===== config.mk =====
export PLATFORM = sky130hd
export DESIGN_NAME = base64_stream_decoder_flat
export DESIGN_NICKNAME = d
export VERILOG_FILES = /design/src/b64d_pkg.sv /design/src/b64d_in_if.sv /design/src/b64d_out_if.sv /design/src/b64d_cfg_if.sv /design/src/b64d_front.sv /design/src/b64d_queue.sv /design/src/b64d_back.sv /design/src/base64_stream_decoder.sv /design/src/flat_wrapper.sv
export SDC_FILE = /design/constraint.sdc
export NUM_CORES = 1
export LEC_CHECK = 0
export BUFFER_PORTS_ARGS = -buffer_cell sky130_fd_sc_hd__clkbuf_2
export CELL_PAD_IN_SITES_DETAIL_PLACEMENT = 0
export CELL_PAD_IN_SITES_GLOBAL_PLACEMENT = 1
export CORE_AREA = 3 3 123 244
export CTS_CLUSTER_SIZE = 40
export DETAILED_ROUTE_END_ITERATION = 7
export DIE_AREA = 0 0 126 247
export GPL_TIMING_DRIVEN = 0
export PLACE_DENSITY_LB_ADDON = 0.3
export SLEW_MARGIN = 20
export SYNTH_ARGS = -nofsm -noshare
export SYNTH_HDL_FRONTEND = slang
export SYNTH_SLANG_ARGS = --single-unit
export TNS_END_PERCENT = 5

===== constraint.sdc =====
create_clock -name clk -period 6.99 [get_ports clk]
set_input_delay 1.398 -clock clk [delete_from_list [all_inputs] [get_ports clk]]
set_output_delay 1.398 -clock clk [all_outputs]
set_load 0.05 [all_outputs]

===== src/b64d_pkg.sv =====
// ----------------------------------------------------------------------------
// b64d_pkg: shared types and lookup tables of the base64 stream decoder
// Holds the queue entry format, queue status bundle and both alphabet ROMs.
// ----------------------------------------------------------------------------
package b64d_pkg;

  localparam int B64D_QUEUE_DEPTH = 4;

  localparam logic [7:0] PAD_CHAR  = 8'h3D;
  localparam logic [7:0] ASCII_MAX = 8'd127;

  localparam logic ALPHA_STD  = 1'b0;
  localparam logic ALPHA_PERM = 1'b1;

  typedef struct packed {
    logic       hit;
    logic [5:0] sextet;
  } b64d_lookup_t;

  // One queue entry: up to three result bytes of one request.
  typedef struct packed {
    logic [7:0] byte0;
    logic [7:0] byte1;
    logic [7:0] byte2;
    logic [1:0] cnt;
    logic       error;
    logic       last;
  } b64d_entry_t;

  typedef struct packed {
    logic full;
    logic empty;
  } b64d_qstat_t;

  function automatic b64d_lookup_t b64d_std_lookup(input logic [7:0] c);
    b64d_lookup_t r;
    r.hit    = 1'b1;
    r.sextet = 6'd0;
    if (c >= "A" && c <= "Z") begin
      r.sextet = 6'(c - 8'h41);
    end else if (c >= "a" && c <= "z") begin
      r.sextet = 6'(c - 8'h61 + 8'd26);
    end else if (c >= "0" && c <= "9") begin
      r.sextet = 6'(c - 8'h30 + 8'd52);
    end else if (c == "+") begin
      r.sextet = 6'd62;
    end else if (c == "/") begin
      r.sextet = 6'd63;
    end else begin
      r.hit = 1'b0;
    end
    return r;
  endfunction

  // Inverse of the permuted alphabet ROM.
  function automatic b64d_lookup_t b64d_perm_lookup(input logic [7:0] c);
    b64d_lookup_t r;
    r.hit = 1'b1;
    unique case (c)
      "U": r.sextet = 6'd0;   "M": r.sextet = 6'd1;   "g": r.sextet = 6'd2;
      "h": r.sextet = 6'd3;   "A": r.sextet = 6'd4;   "B": r.sextet = 6'd5;
      "C": r.sextet = 6'd6;   "u": r.sextet = 6'd7;   "v": r.sextet = 6'd8;
      "w": r.sextet = 6'd9;   "x": r.sextet = 6'd10;  "y": r.sextet = 6'd11;
      "S": r.sextet = 6'd12;  "T": r.sextet = 6'd13;  "d": r.sextet = 6'd14;
      "L": r.sextet = 6'd15;  "3": r.sextet = 6'd16;  "b": r.sextet = 6'd17;
      "c": r.sextet = 6'd18;  "V": r.sextet = 6'd19;  "t": r.sextet = 6'd20;
      "p": r.sextet = 6'd21;  "0": r.sextet = 6'd22;  "Y": r.sextet = 6'd23;
      "Z": r.sextet = 6'd24;  "G": r.sextet = 6'd25;  "H": r.sextet = 6'd26;
      "k": r.sextet = 6'd27;  "l": r.sextet = 6'd28;  "/": r.sextet = 6'd29;
      "z": r.sextet = 6'd30;  "n": r.sextet = 6'd31;  "o": r.sextet = 6'd32;
      "8": r.sextet = 6'd33;  "9": r.sextet = 6'd34;  "+": r.sextet = 6'd35;
      "K": r.sextet = 6'd36;  "W": r.sextet = 6'd37;  "X": r.sextet = 6'd38;
      "O": r.sextet = 6'd39;  "R": r.sextet = 6'd40;  "e": r.sextet = 6'd41;
      "f": r.sextet = 6'd42;  "a": r.sextet = 6'd43;  "1": r.sextet = 6'd44;
      "2": r.sextet = 6'd45;  "i": r.sextet = 6'd46;  "j": r.sextet = 6'd47;
      "5": r.sextet = 6'd48;  "6": r.sextet = 6'd49;  "7": r.sextet = 6'd50;
      "I": r.sextet = 6'd51;  "J": r.sextet = 6'd52;  "m": r.sextet = 6'd53;
      "q": r.sextet = 6'd54;  "r": r.sextet = 6'd55;  "s": r.sextet = 6'd56;
      "N": r.sextet = 6'd57;  "P": r.sextet = 6'd58;  "Q": r.sextet = 6'd59;
      "4": r.sextet = 6'd60;  "D": r.sextet = 6'd61;  "E": r.sextet = 6'd62;
      "F": r.sextet = 6'd63;
      default: begin
        r.hit    = 1'b0;
        r.sextet = 6'd0;
      end
    endcase
    return r;
  endfunction

  function automatic b64d_lookup_t b64d_lookup(input logic [7:0] c, input logic sel);
    b64d_lookup_t r;
    if (sel == ALPHA_PERM) begin
      r = b64d_perm_lookup(c);
    end else begin
      r = b64d_std_lookup(c);
    end
    if (c == 8'd0 || c > ASCII_MAX) begin
      r.hit = 1'b0;
    end
    return r;
  endfunction

endpackage


===== src/b64d_in_if.sv =====
// ----------------------------------------------------------------------------
// b64d_in_if: character channel of the base64 stream decoder
// Valid/ready channel carrying one encoded character and its end flag.
// ----------------------------------------------------------------------------
interface b64d_in_if;
  logic       valid;
  logic       ready;
  logic [7:0] ch;
  logic       msg_end;

  modport source (output valid, output ch, output msg_end, input ready);
  modport sink   (input valid, input ch, input msg_end, output ready);
endinterface


===== src/b64d_out_if.sv =====
// ----------------------------------------------------------------------------
// b64d_out_if: result channel of the base64 stream decoder
// Valid/ready channel carrying one decoded byte with error and last flags.
// ----------------------------------------------------------------------------
interface b64d_out_if;
  logic       valid;
  logic       ready;
  logic [7:0] data_byte;
  logic       error;
  logic       last;

  modport source (output valid, output data_byte, output error, output last, input ready);
  modport sink   (input valid, input data_byte, input error, input last, output ready);
endinterface


===== src/b64d_cfg_if.sv =====
// ----------------------------------------------------------------------------
// b64d_cfg_if: configuration write channel of the base64 stream decoder
// Valid/ready channel carrying the alphabet select register value.
// ----------------------------------------------------------------------------
interface b64d_cfg_if;
  logic valid;
  logic ready;
  logic alphabet_select;

  modport source (output valid, output alphabet_select, input ready);
  modport sink   (input valid, input alphabet_select, output ready);
endinterface


===== src/b64d_front.sv =====
// ----------------------------------------------------------------------------
// b64d_front: character classifier and group collector
// Looks up each character, gathers groups of four and queues result requests.
// ----------------------------------------------------------------------------
module b64d_front (
  input  logic                 clk,
  input  logic                 rst_n,
  input  logic                 alpha_sel,
  b64d_in_if.sink              in_chan,
  input  b64d_pkg::b64d_qstat_t qstat,
  output logic                 push,
  output b64d_pkg::b64d_entry_t push_entry
);
  import b64d_pkg::*;

  logic [1:0]   pos_r, pos_nxt;
  logic [17:0]  held_r, held_nxt;
  logic         tpad_r, tpad_nxt;
  logic         disc_r, disc_nxt;
  logic         acc;
  logic         pad;
  b64d_lookup_t lk;
  b64d_entry_t  err_entry;

  assign in_chan.ready = !qstat.full;
  assign acc = in_chan.valid && in_chan.ready;
  assign lk  = b64d_lookup(in_chan.ch, alpha_sel);
  assign pad = (in_chan.ch == PAD_CHAR);

  always_comb begin
    err_entry       = '0;
    err_entry.cnt   = 2'd1;
    err_entry.error = 1'b1;
    err_entry.last  = 1'b1;
  end

  always_comb begin
    pos_nxt    = pos_r;
    held_nxt   = held_r;
    tpad_nxt   = tpad_r;
    disc_nxt   = disc_r;
    push       = 1'b0;
    push_entry = err_entry;
    if (acc) begin
      if (disc_r) begin
        if (in_chan.msg_end) begin
          disc_nxt = 1'b0;
          pos_nxt  = 2'd0;
          held_nxt = '0;
          tpad_nxt = 1'b0;
        end
      end else if (!(lk.hit || (pad && pos_r[1]))) begin
        push     = 1'b1;
        pos_nxt  = 2'd0;
        held_nxt = '0;
        tpad_nxt = 1'b0;
        disc_nxt = !in_chan.msg_end;
      end else if (pos_r != 2'd3) begin
        case (pos_r)
          2'd0: held_nxt[17:12] = lk.sextet;
          2'd1: held_nxt[11:6]  = lk.sextet;
          default: begin
            // A pad in the third place leaves its sextet at zero.
            if (lk.hit) begin
              held_nxt[5:0] = lk.sextet;
            end
            tpad_nxt = pad;
          end
        endcase
        pos_nxt = pos_r + 2'd1;
        if (in_chan.msg_end) begin
          push     = 1'b1;
          pos_nxt  = 2'd0;
          held_nxt = '0;
          tpad_nxt = 1'b0;
        end
      end else begin
        push             = 1'b1;
        push_entry.byte0 = {held_r[17:12], held_r[11:10]};
        push_entry.byte1 = {held_r[9:6], held_r[5:2]};
        push_entry.byte2 = {held_r[1:0], lk.sextet};
        push_entry.cnt   = tpad_r ? 2'd1 : (pad ? 2'd2 : 2'd3);
        push_entry.error = 1'b0;
        push_entry.last  = in_chan.msg_end;
        pos_nxt          = 2'd0;
        held_nxt         = '0;
        tpad_nxt         = 1'b0;
      end
    end
  end

  always_ff @(posedge clk) begin
    if (!rst_n) begin
      pos_r  <= 2'd0;
      held_r <= '0;
      tpad_r <= 1'b0;
      disc_r <= 1'b0;
    end else begin
      pos_r  <= pos_nxt;
      held_r <= held_nxt;
      tpad_r <= tpad_nxt;
      disc_r <= disc_nxt;
    end
  end

  a_no_push_full: assert property (@(posedge clk) disable iff (!rst_n)
    push |-> !qstat.full) else $error("request pushed into a full queue");
  a_disc_clear: assert property (@(posedge clk) disable iff (!rst_n)
    disc_r |-> (pos_r == 2'd0 && held_r == 18'd0))
    else $error("group not cleared while dropping a message");
  a_err_single: assert property (@(posedge clk) disable iff (!rst_n)
    (push && push_entry.error) |-> (push_entry.last && push_entry.cnt == 2'd1
                                    && push_entry.byte0 == 8'd0))
    else $error("error request is not a single final zero byte");
endmodule


===== src/b64d_queue.sv =====
// ----------------------------------------------------------------------------
// b64d_queue: request queue between front and back
// Small flop-based first-in first-out buffer of decoded result requests.
// ----------------------------------------------------------------------------
module b64d_queue #(
  parameter int DEPTH = b64d_pkg::B64D_QUEUE_DEPTH
) (
  input  logic                  clk,
  input  logic                  rst_n,
  input  logic                  push,
  input  b64d_pkg::b64d_entry_t push_entry,
  input  logic                  pop,
  output b64d_pkg::b64d_entry_t head,
  output b64d_pkg::b64d_qstat_t qstat
);
  import b64d_pkg::*;

  localparam int PW = (DEPTH > 1) ? $clog2(DEPTH) : 1;
  localparam int CW = $clog2(DEPTH + 1);
  localparam logic [PW-1:0] LAST_PTR = PW'(DEPTH - 1);

  b64d_entry_t   mem_r [DEPTH];
  logic [PW-1:0] wr_ptr_r, wr_ptr_nxt;
  logic [PW-1:0] rd_ptr_r, rd_ptr_nxt;
  logic [CW-1:0] count_r, count_nxt;
  logic          do_push, do_pop;

  assign qstat.full  = (count_r == CW'(DEPTH));
  assign qstat.empty = (count_r == '0);
  assign do_push     = push && !qstat.full;
  assign do_pop      = pop && !qstat.empty;
  assign head        = mem_r[rd_ptr_r];

  always_comb begin
    wr_ptr_nxt = wr_ptr_r;
    rd_ptr_nxt = rd_ptr_r;
    count_nxt  = count_r;
    if (do_push) begin
      wr_ptr_nxt = (wr_ptr_r == LAST_PTR) ? '0 : wr_ptr_r + PW'(1);
    end
    if (do_pop) begin
      rd_ptr_nxt = (rd_ptr_r == LAST_PTR) ? '0 : rd_ptr_r + PW'(1);
    end
    if (do_push && !do_pop) begin
      count_nxt = count_r + CW'(1);
    end else if (do_pop && !do_push) begin
      count_nxt = count_r - CW'(1);
    end
  end

  always_ff @(posedge clk) begin
    if (!rst_n) begin
      wr_ptr_r <= '0;
      rd_ptr_r <= '0;
      count_r  <= '0;
    end else begin
      wr_ptr_r <= wr_ptr_nxt;
      rd_ptr_r <= rd_ptr_nxt;
      count_r  <= count_nxt;
    end
  end

  always_ff @(posedge clk) begin
    if (do_push) begin
      mem_r[wr_ptr_r] <= push_entry;
    end
  end

  a_count_range: assert property (@(posedge clk) disable iff (!rst_n)
    count_r <= CW'(DEPTH)) else $error("queue count out of range");
  a_ptr_match: assert property (@(posedge clk) disable iff (!rst_n)
    (qstat.empty || qstat.full) |-> (wr_ptr_r == rd_ptr_r))
    else $error("queue pointers disagree with count");
  a_push_count: assert property (@(posedge clk) disable iff (!rst_n)
    (do_push && !do_pop) |=> !qstat.empty) else $error("push lost in queue");
endmodule


===== src/b64d_back.sv =====
// ----------------------------------------------------------------------------
// b64d_back: result sequencer
// Takes queued requests and delivers their one to three bytes one per cycle while the output channel accepts them.
// ----------------------------------------------------------------------------
module b64d_back (
  input  logic                  clk,
  input  logic                  rst_n,
  input  b64d_pkg::b64d_entry_t head,
  input  b64d_pkg::b64d_qstat_t qstat,
  output logic                  pop,
  b64d_out_if.source            out_chan
);
  import b64d_pkg::*;

  b64d_entry_t cur_r, cur_nxt;
  logic [1:0]  idx_r, idx_nxt;
  logic        busy_r, busy_nxt;
  logic        fire;
  logic        final_byte;
  logic        done;

  assign fire       = out_chan.valid && out_chan.ready;
  assign final_byte = (idx_r == cur_r.cnt - 2'd1);
  assign done       = fire && final_byte;
  assign pop        = (!busy_r || done) && !qstat.empty;

  assign out_chan.valid = busy_r;
  assign out_chan.error = cur_r.error;
  assign out_chan.last  = cur_r.last && final_byte;

  always_comb begin
    case (idx_r)
      2'd0:    out_chan.data_byte = cur_r.byte0;
      2'd1:    out_chan.data_byte = cur_r.byte1;
      default: out_chan.data_byte = cur_r.byte2;
    endcase
  end

  always_comb begin
    cur_nxt  = cur_r;
    idx_nxt  = idx_r;
    busy_nxt = busy_r;
    if (pop) begin
      cur_nxt  = head;
      idx_nxt  = 2'd0;
      busy_nxt = 1'b1;
    end else if (done) begin
      busy_nxt = 1'b0;
    end else if (fire) begin
      idx_nxt = idx_r + 2'd1;
    end
  end

  always_ff @(posedge clk) begin
    if (!rst_n) begin
      idx_r  <= 2'd0;
      busy_r <= 1'b0;
    end else begin
      idx_r  <= idx_nxt;
      busy_r <= busy_nxt;
    end
  end

  always_ff @(posedge clk) begin
    cur_r <= cur_nxt;
  end

  a_idx_range: assert property (@(posedge clk) disable iff (!rst_n)
    busy_r |-> (idx_r < cur_r.cnt)) else $error("byte index past request size");
  a_cnt_nonzero: assert property (@(posedge clk) disable iff (!rst_n)
    busy_r |-> (cur_r.cnt != 2'd0)) else $error("empty request in sequencer");
  a_err_zero: assert property (@(posedge clk) disable iff (!rst_n)
    (busy_r && cur_r.error) |-> (out_chan.data_byte == 8'd0 && out_chan.last))
    else $error("error result carries data or misses last");
endmodule


===== src/base64_stream_decoder.sv =====
// ----------------------------------------------------------------------------
// base64_stream_decoder: streaming base64 decoder, one character per request
// Front classifier, request queue and result sequencer.
// ----------------------------------------------------------------------------
// Throughput: one character per cycle while the queue is not full; result bytes
//   leave one per cycle while the output channel accepts them, and four
//   characters give at most three bytes, offered once queued and registered in the sequencer.
// Reset (synchronous, rst_n low) clears the group state, the queue, the
//   sequencer and selects the standard alphabet.
module base64_stream_decoder #(
  parameter int QUEUE_DEPTH = b64d_pkg::B64D_QUEUE_DEPTH
) (
  input  logic        clk,
  input  logic        rst_n,
  b64d_in_if.sink     in_chan,
  b64d_out_if.source  out_chan,
  b64d_cfg_if.sink    cfg_chan
);
  import b64d_pkg::*;

  logic        alpha_sel_r, alpha_sel_nxt;
  logic        push;
  logic        pop;
  b64d_entry_t push_entry;
  b64d_entry_t head;
  b64d_qstat_t qstat;

  assign cfg_chan.ready = 1'b1;
  assign alpha_sel_nxt  = (cfg_chan.valid && cfg_chan.ready) ? cfg_chan.alphabet_select
                                                             : alpha_sel_r;

  always_ff @(posedge clk) begin
    if (!rst_n) begin
      alpha_sel_r <= ALPHA_STD;
    end else begin
      alpha_sel_r <= alpha_sel_nxt;
    end
  end

  b64d_front u_front (
    .clk        (clk),
    .rst_n      (rst_n),
    .alpha_sel  (alpha_sel_r),
    .in_chan    (in_chan),
    .qstat      (qstat),
    .push       (push),
    .push_entry (push_entry)
  );

  b64d_queue #(
    .DEPTH (QUEUE_DEPTH)
  ) u_queue (
    .clk        (clk),
    .rst_n      (rst_n),
    .push       (push),
    .push_entry (push_entry),
    .pop        (pop),
    .head       (head),
    .qstat      (qstat)
  );

  b64d_back u_back (
    .clk      (clk),
    .rst_n    (rst_n),
    .head     (head),
    .qstat    (qstat),
    .pop      (pop),
    .out_chan (out_chan)
  );
endmodule


===== src/flat_wrapper.sv =====
// flat-port wrapper written by rule: the top's interface ports become plain ports
module base64_stream_decoder_flat import b64d_pkg::*;
#(
  parameter int QUEUE_DEPTH = b64d_pkg::B64D_QUEUE_DEPTH
)
  (clk, rst_n, in_chan_valid, in_chan_ch, in_chan_msg_end, in_chan_ready, out_chan_valid, out_chan_data_byte, out_chan_error, out_chan_last, out_chan_ready, cfg_chan_valid, cfg_chan_alphabet_select, cfg_chan_ready);
  b64d_in_if in_chan_i ();
  b64d_out_if out_chan_i ();
  b64d_cfg_if cfg_chan_i ();
  input  logic clk;
  input  logic rst_n;
  input wire logic [$bits(in_chan_i.valid)-1:0] in_chan_valid;
  input wire logic [$bits(in_chan_i.ch)-1:0] in_chan_ch;
  input wire logic [$bits(in_chan_i.msg_end)-1:0] in_chan_msg_end;
  output wire logic [$bits(in_chan_i.ready)-1:0] in_chan_ready;
  output wire logic [$bits(out_chan_i.valid)-1:0] out_chan_valid;
  output wire logic [$bits(out_chan_i.data_byte)-1:0] out_chan_data_byte;
  output wire logic [$bits(out_chan_i.error)-1:0] out_chan_error;
  output wire logic [$bits(out_chan_i.last)-1:0] out_chan_last;
  input wire logic [$bits(out_chan_i.ready)-1:0] out_chan_ready;
  input wire logic [$bits(cfg_chan_i.valid)-1:0] cfg_chan_valid;
  input wire logic [$bits(cfg_chan_i.alphabet_select)-1:0] cfg_chan_alphabet_select;
  output wire logic [$bits(cfg_chan_i.ready)-1:0] cfg_chan_ready;
  assign in_chan_i.valid = in_chan_valid;
  assign in_chan_i.ch = in_chan_ch;
  assign in_chan_i.msg_end = in_chan_msg_end;
  assign in_chan_ready = in_chan_i.ready;
  assign out_chan_valid = out_chan_i.valid;
  assign out_chan_data_byte = out_chan_i.data_byte;
  assign out_chan_error = out_chan_i.error;
  assign out_chan_last = out_chan_i.last;
  assign out_chan_i.ready = out_chan_ready;
  assign cfg_chan_i.valid = cfg_chan_valid;
  assign cfg_chan_i.alphabet_select = cfg_chan_alphabet_select;
  assign cfg_chan_ready = cfg_chan_i.ready;
  base64_stream_decoder #(.QUEUE_DEPTH(QUEUE_DEPTH)) u_core (.clk(clk), .rst_n(rst_n), .in_chan(in_chan_i), .out_chan(out_chan_i), .cfg_chan(cfg_chan_i));
endmodule

==> impl_metrics.json <==
{
  "ys_warn_count": 0,
  "rows": 87,
  "cts_buffers": 17,
  "r2r_setup_slack_ns": 3.38,
  "wl_um": 23800,
  "wire_per_inst_um": 22.1,
  "drc": 0,
  "synth_edf_count": 140,
  "cts_resized": 0,
  "setup_ws_ns": 1.21,
  "hold_buffers": 0,
  "drive_gt1_share_pct": 17.1,
  "initial_core_util_pct": 30.0,
  "synth_area_um2": 8480,
  "post-place-ws_ns": 0.898,
  "nets": 750,
  "p_sw_share_pct": 30.1,
  "grt.total_usage_pct": 15.7,
  "cp-end-kind": "register",
  "hpwl_um": 18300,
  "required_ns": 7.34,
  "post_cts_buffers": 0,
  "grt_start_max_net_pins": 28,
  "relSlewSlack_pct": 34.6,
  "seq_area_frac_synth_pct": 57.3,
  "synth_commonest_cells": "edfxtp_1, nand2_1, nor2_1",
  "pwr-share-clk_pct": 30.7,
  "avgSynthCellArea_um2": 12.8,
  "arrival_ns": 6.13,
  "synth_area_leader_cell": "edfxtp_1",
  "r2r-end": "u_core.u_queue.count_r[2]",
  "yosys_most_used_dff": "edfxtp_1",
  "maxCapViolCount": 0,
  "drt.antenna.violating_nets": 0,
  "ys_types": 83,
  "min_period_ns": 5.78,
  "fin_setup_tns_ns": 0,
  "rsz0062_at_grt": "false",
  "yosysMostFrequentCell": "edfxtp_1",
  "final_hold_viol_count": 0,
  "fillers": 2848,
  "power.internal_mw": 2.27,
  "cp-start-kind": "input port",
  "ir_drop_mv": 0.133,
  "syn_inst": 662,
  "pin_count": 28,
  "hold_class": "register to register",
  "port_buffers": 25,
  "antenna_found_initial": 0,
  "setup_viol": 0,
  "cts.sinks": 173,
  "worstSetupEndpoint": "u_core.u_queue.count_r[2]",
  "period_share_pct": 82.7,
  "cp-startpoint": "in_chan_ch[2]",
  "synthAdderAreaFrac_pct": 3.63,
  "leakagePower_nw": 3.15,
  "via_per_inst": 5.32,
  "yosys.area_share.xor_xnor_pct": 0.619,
  "synth_async_sr_flop_share_pct": 0,
  "cts_buffer_depth": 2,
  "grt_first_pass_wirelength_um": 36900,
  "seqPwrFrac_pct": 42.7,
  "synth_top_family_by_area": "simple AND/OR/NAND/NOR gates",
  "die_y_um": 247,
  "synth-simple-area-share_pct": 13.7,
  "grt_pass1_vias": 6175,
  "synth_compound_area_share_pct": 12.5,
  "synth_mux_area_share_pct": 8.88,
  "worst_pin_slew_ns": 0.982,
  "via_count": 5743,
  "clock_latency_ns": 0.42,
  "reg2reg_depth": 13,
  "first_pass_iters": 5,
  "slew_violations": 0,
  "cts_root_buf": "clkbuf_16",
  "clk_pin_slew_worst_paths_ns": 0.06,
  "finClkSkew_ns": 0.00678,
  "gp_congestion": 0.978,
  "combPwrFrac_pct": 26.6,
  "drtIter0Drc": 350,
  "dieArea_um2": 31100,
  "htree_levels": 4,
  "core_area_um2": 28300,
  "overflow": 0,
  "ys_ff_latch": 173,
  "critPathMaxFanout": 10,
  "syn_to_final_growth_pct": 15.5,
  "p_per_area_nw_per_um2": 331,
  "r2r_start": "u_core.alpha_sel_r",
  "status": "finished, final reports clean",
  "switchingPower_mw": 0.975,
  "die_x_um": 126,
  "tritoncts": "yes",
  "synth_top_area_share_pct": 49.6,
  "crit_type": "input port to register",
  "diodes": 0,
  "synth_area_leaders": "edfxtp_1, dfxtp_1, mux4_2",
  "fmax_ghz": 0.173,
  "synth_nets": 701
}
==> per-layer routing <==
layer | routed length, um | track usage [%] | up-vias
met1 | 7640 | 14.1 | 2829
met4 | 1420 | 9.41 | 0
met3 | 676 | 2.27 | 74
met5 | 0 | 0 | -
li1 | - | - | 2675
met2 | 14100 | 31.9 | 165
==> flip-flops by register name, indices dropped and copies added (netlist names) <==
register,count
u_core.alpha_sel_r,1
u_core.u_back.cur_r,27
u_core.u_back.idx_r,2
u_core.u_back.out_chan.error,1
u_core.u_back.out_chan.valid,1
u_core.u_front.disc_r,1
u_core.u_front.held_r,18
u_core.u_front.pos_r,2
u_core.u_front.tpad_r,1
u_core.u_queue.count_r,3
u_core.u_queue.mem_r,112
u_core.u_queue.rd_ptr_r,2
u_core.u_queue.wr_ptr_r,2
==> worst min-delay path by stage <==
stage	endpoint	slack, ns	depth (start not counted)	from
finish	u_core.u_front.held_r[15]	0.46	2	u_core.u_front.held_r[15]
detailed placement	u_core.u_front.held_r[6]	0.45	2	u_core.u_front.held_r[6]
CTS	u_core.u_front.held_r[6]	0.46	2	u_core.u_front.held_r[6]
floorplan	u_core.u_front.held_r[0]	0.42	1	u_core.u_front.held_r[0]
global placement	u_core.u_front.held_r[11]	0.44	2	u_core.u_front.held_r[11]
global route	u_core.u_front.held_r[1]	0.48	1	u_core.u_front.held_r[1]
==> cell families (layout without fill, tap and decap cells) <==
kind of cell	after synthesis	after routing
XOR/XNOR	6	6
AND/OR/NAND/NOR	213	213
multiplexers	40	40
adder cells (fa/ha/maj)	24	24
buffers and inverters	62	124
flip-flops	173	173
AO/OA/AOI/OAI	143	143
other	1	1
==> power by group through the flow <==
stage               logic, mW  clock network (mW)  registers (mW)
CTS                     0.884                1.02            1.39
global route            0.945                1.06            1.40
floorplan               0.614                   0            1.41
finish                  0.862               0.997            1.38
detailed placement      0.883                   0            1.41
global placement        0.846                   0            1.41
==> final cells by class <==
type | instances | area [um^2] | share of cell area, %
buffer | 41 | 200 | 2.04
tap | 356 | 445 | 4.55
clock inverter | 15 | 201 | 2.06
sequential | 173 | 4860 | 49.7
timing repair buffer | 30 | 225 | 2.30
inverter | 21 | 78.8 | 0.805
multi-input combinational | 427 | 3350 | 34.2
clock buffer | 17 | 425 | 4.34
==> cell usage in the layout (no fill, tap or decap), types with 5 or more instances in the layout <==
cell type,n
nand4_1,6
clkbuf_16,17
and3_1,6
a21oi_1,19
o31ai_1,13
nor3_1,8
o21ai_0,20
o32ai_1,5
buf_2,7
o22ai_1,6
nor2_1,38
nor4_1,5
inv_1,21
buf_12,5
nand2_1,63
clkbuf_2,28
and2_1,26
a22oi_1,13
dfxtp_1,33
mux2i_1,10
or3_1,6
edfxtp_1,140
bufinv_16,5
a31oi_1,11
ha_1,23
clkbuf_1,24
clkinv_1,7
o211ai_1,6
mux4_2,28
nand3_1,16
nor2b_1,6
o2bb2ai_1,7
==> per-stage QoR <==
step	hold slack [ns]	cell area (um^2)	power [mW]	utilization (%)	cells
after floorplan	0.424	8480	2.02	-	662
after global placement	0.444	9050	2.26	32.0	1043
after detailed placement	0.452	9170	2.29	32.4	1048
after CTS	0.460	9790	3.29	34.6	1080
after global routing	0.484	9790	3.41	34.6	1080
final	0.458	9790	3.24	34.6	1080
==> critical path, stage by stage <==
cell and delay (ns):
clkbuf_2 0.11, buf_2 0.22, inv_1 0.12, ha_1 0.24, clkbuf_1 0.27, nand2_1 0.42
a31oi_1 0.23, a311oi_1 0.54, nand4_2 0.20, nor4_2 0.50, or3_1 0.20, buf_6 0.14
and2_1 0.21, ha_1 0.20, inv_1 0.07, fa_1 0.43, xor2_1 0.17, or3_1 0.30
a21oi_1 0.14
No activity file was read; power rests on OpenSTA's default activity.
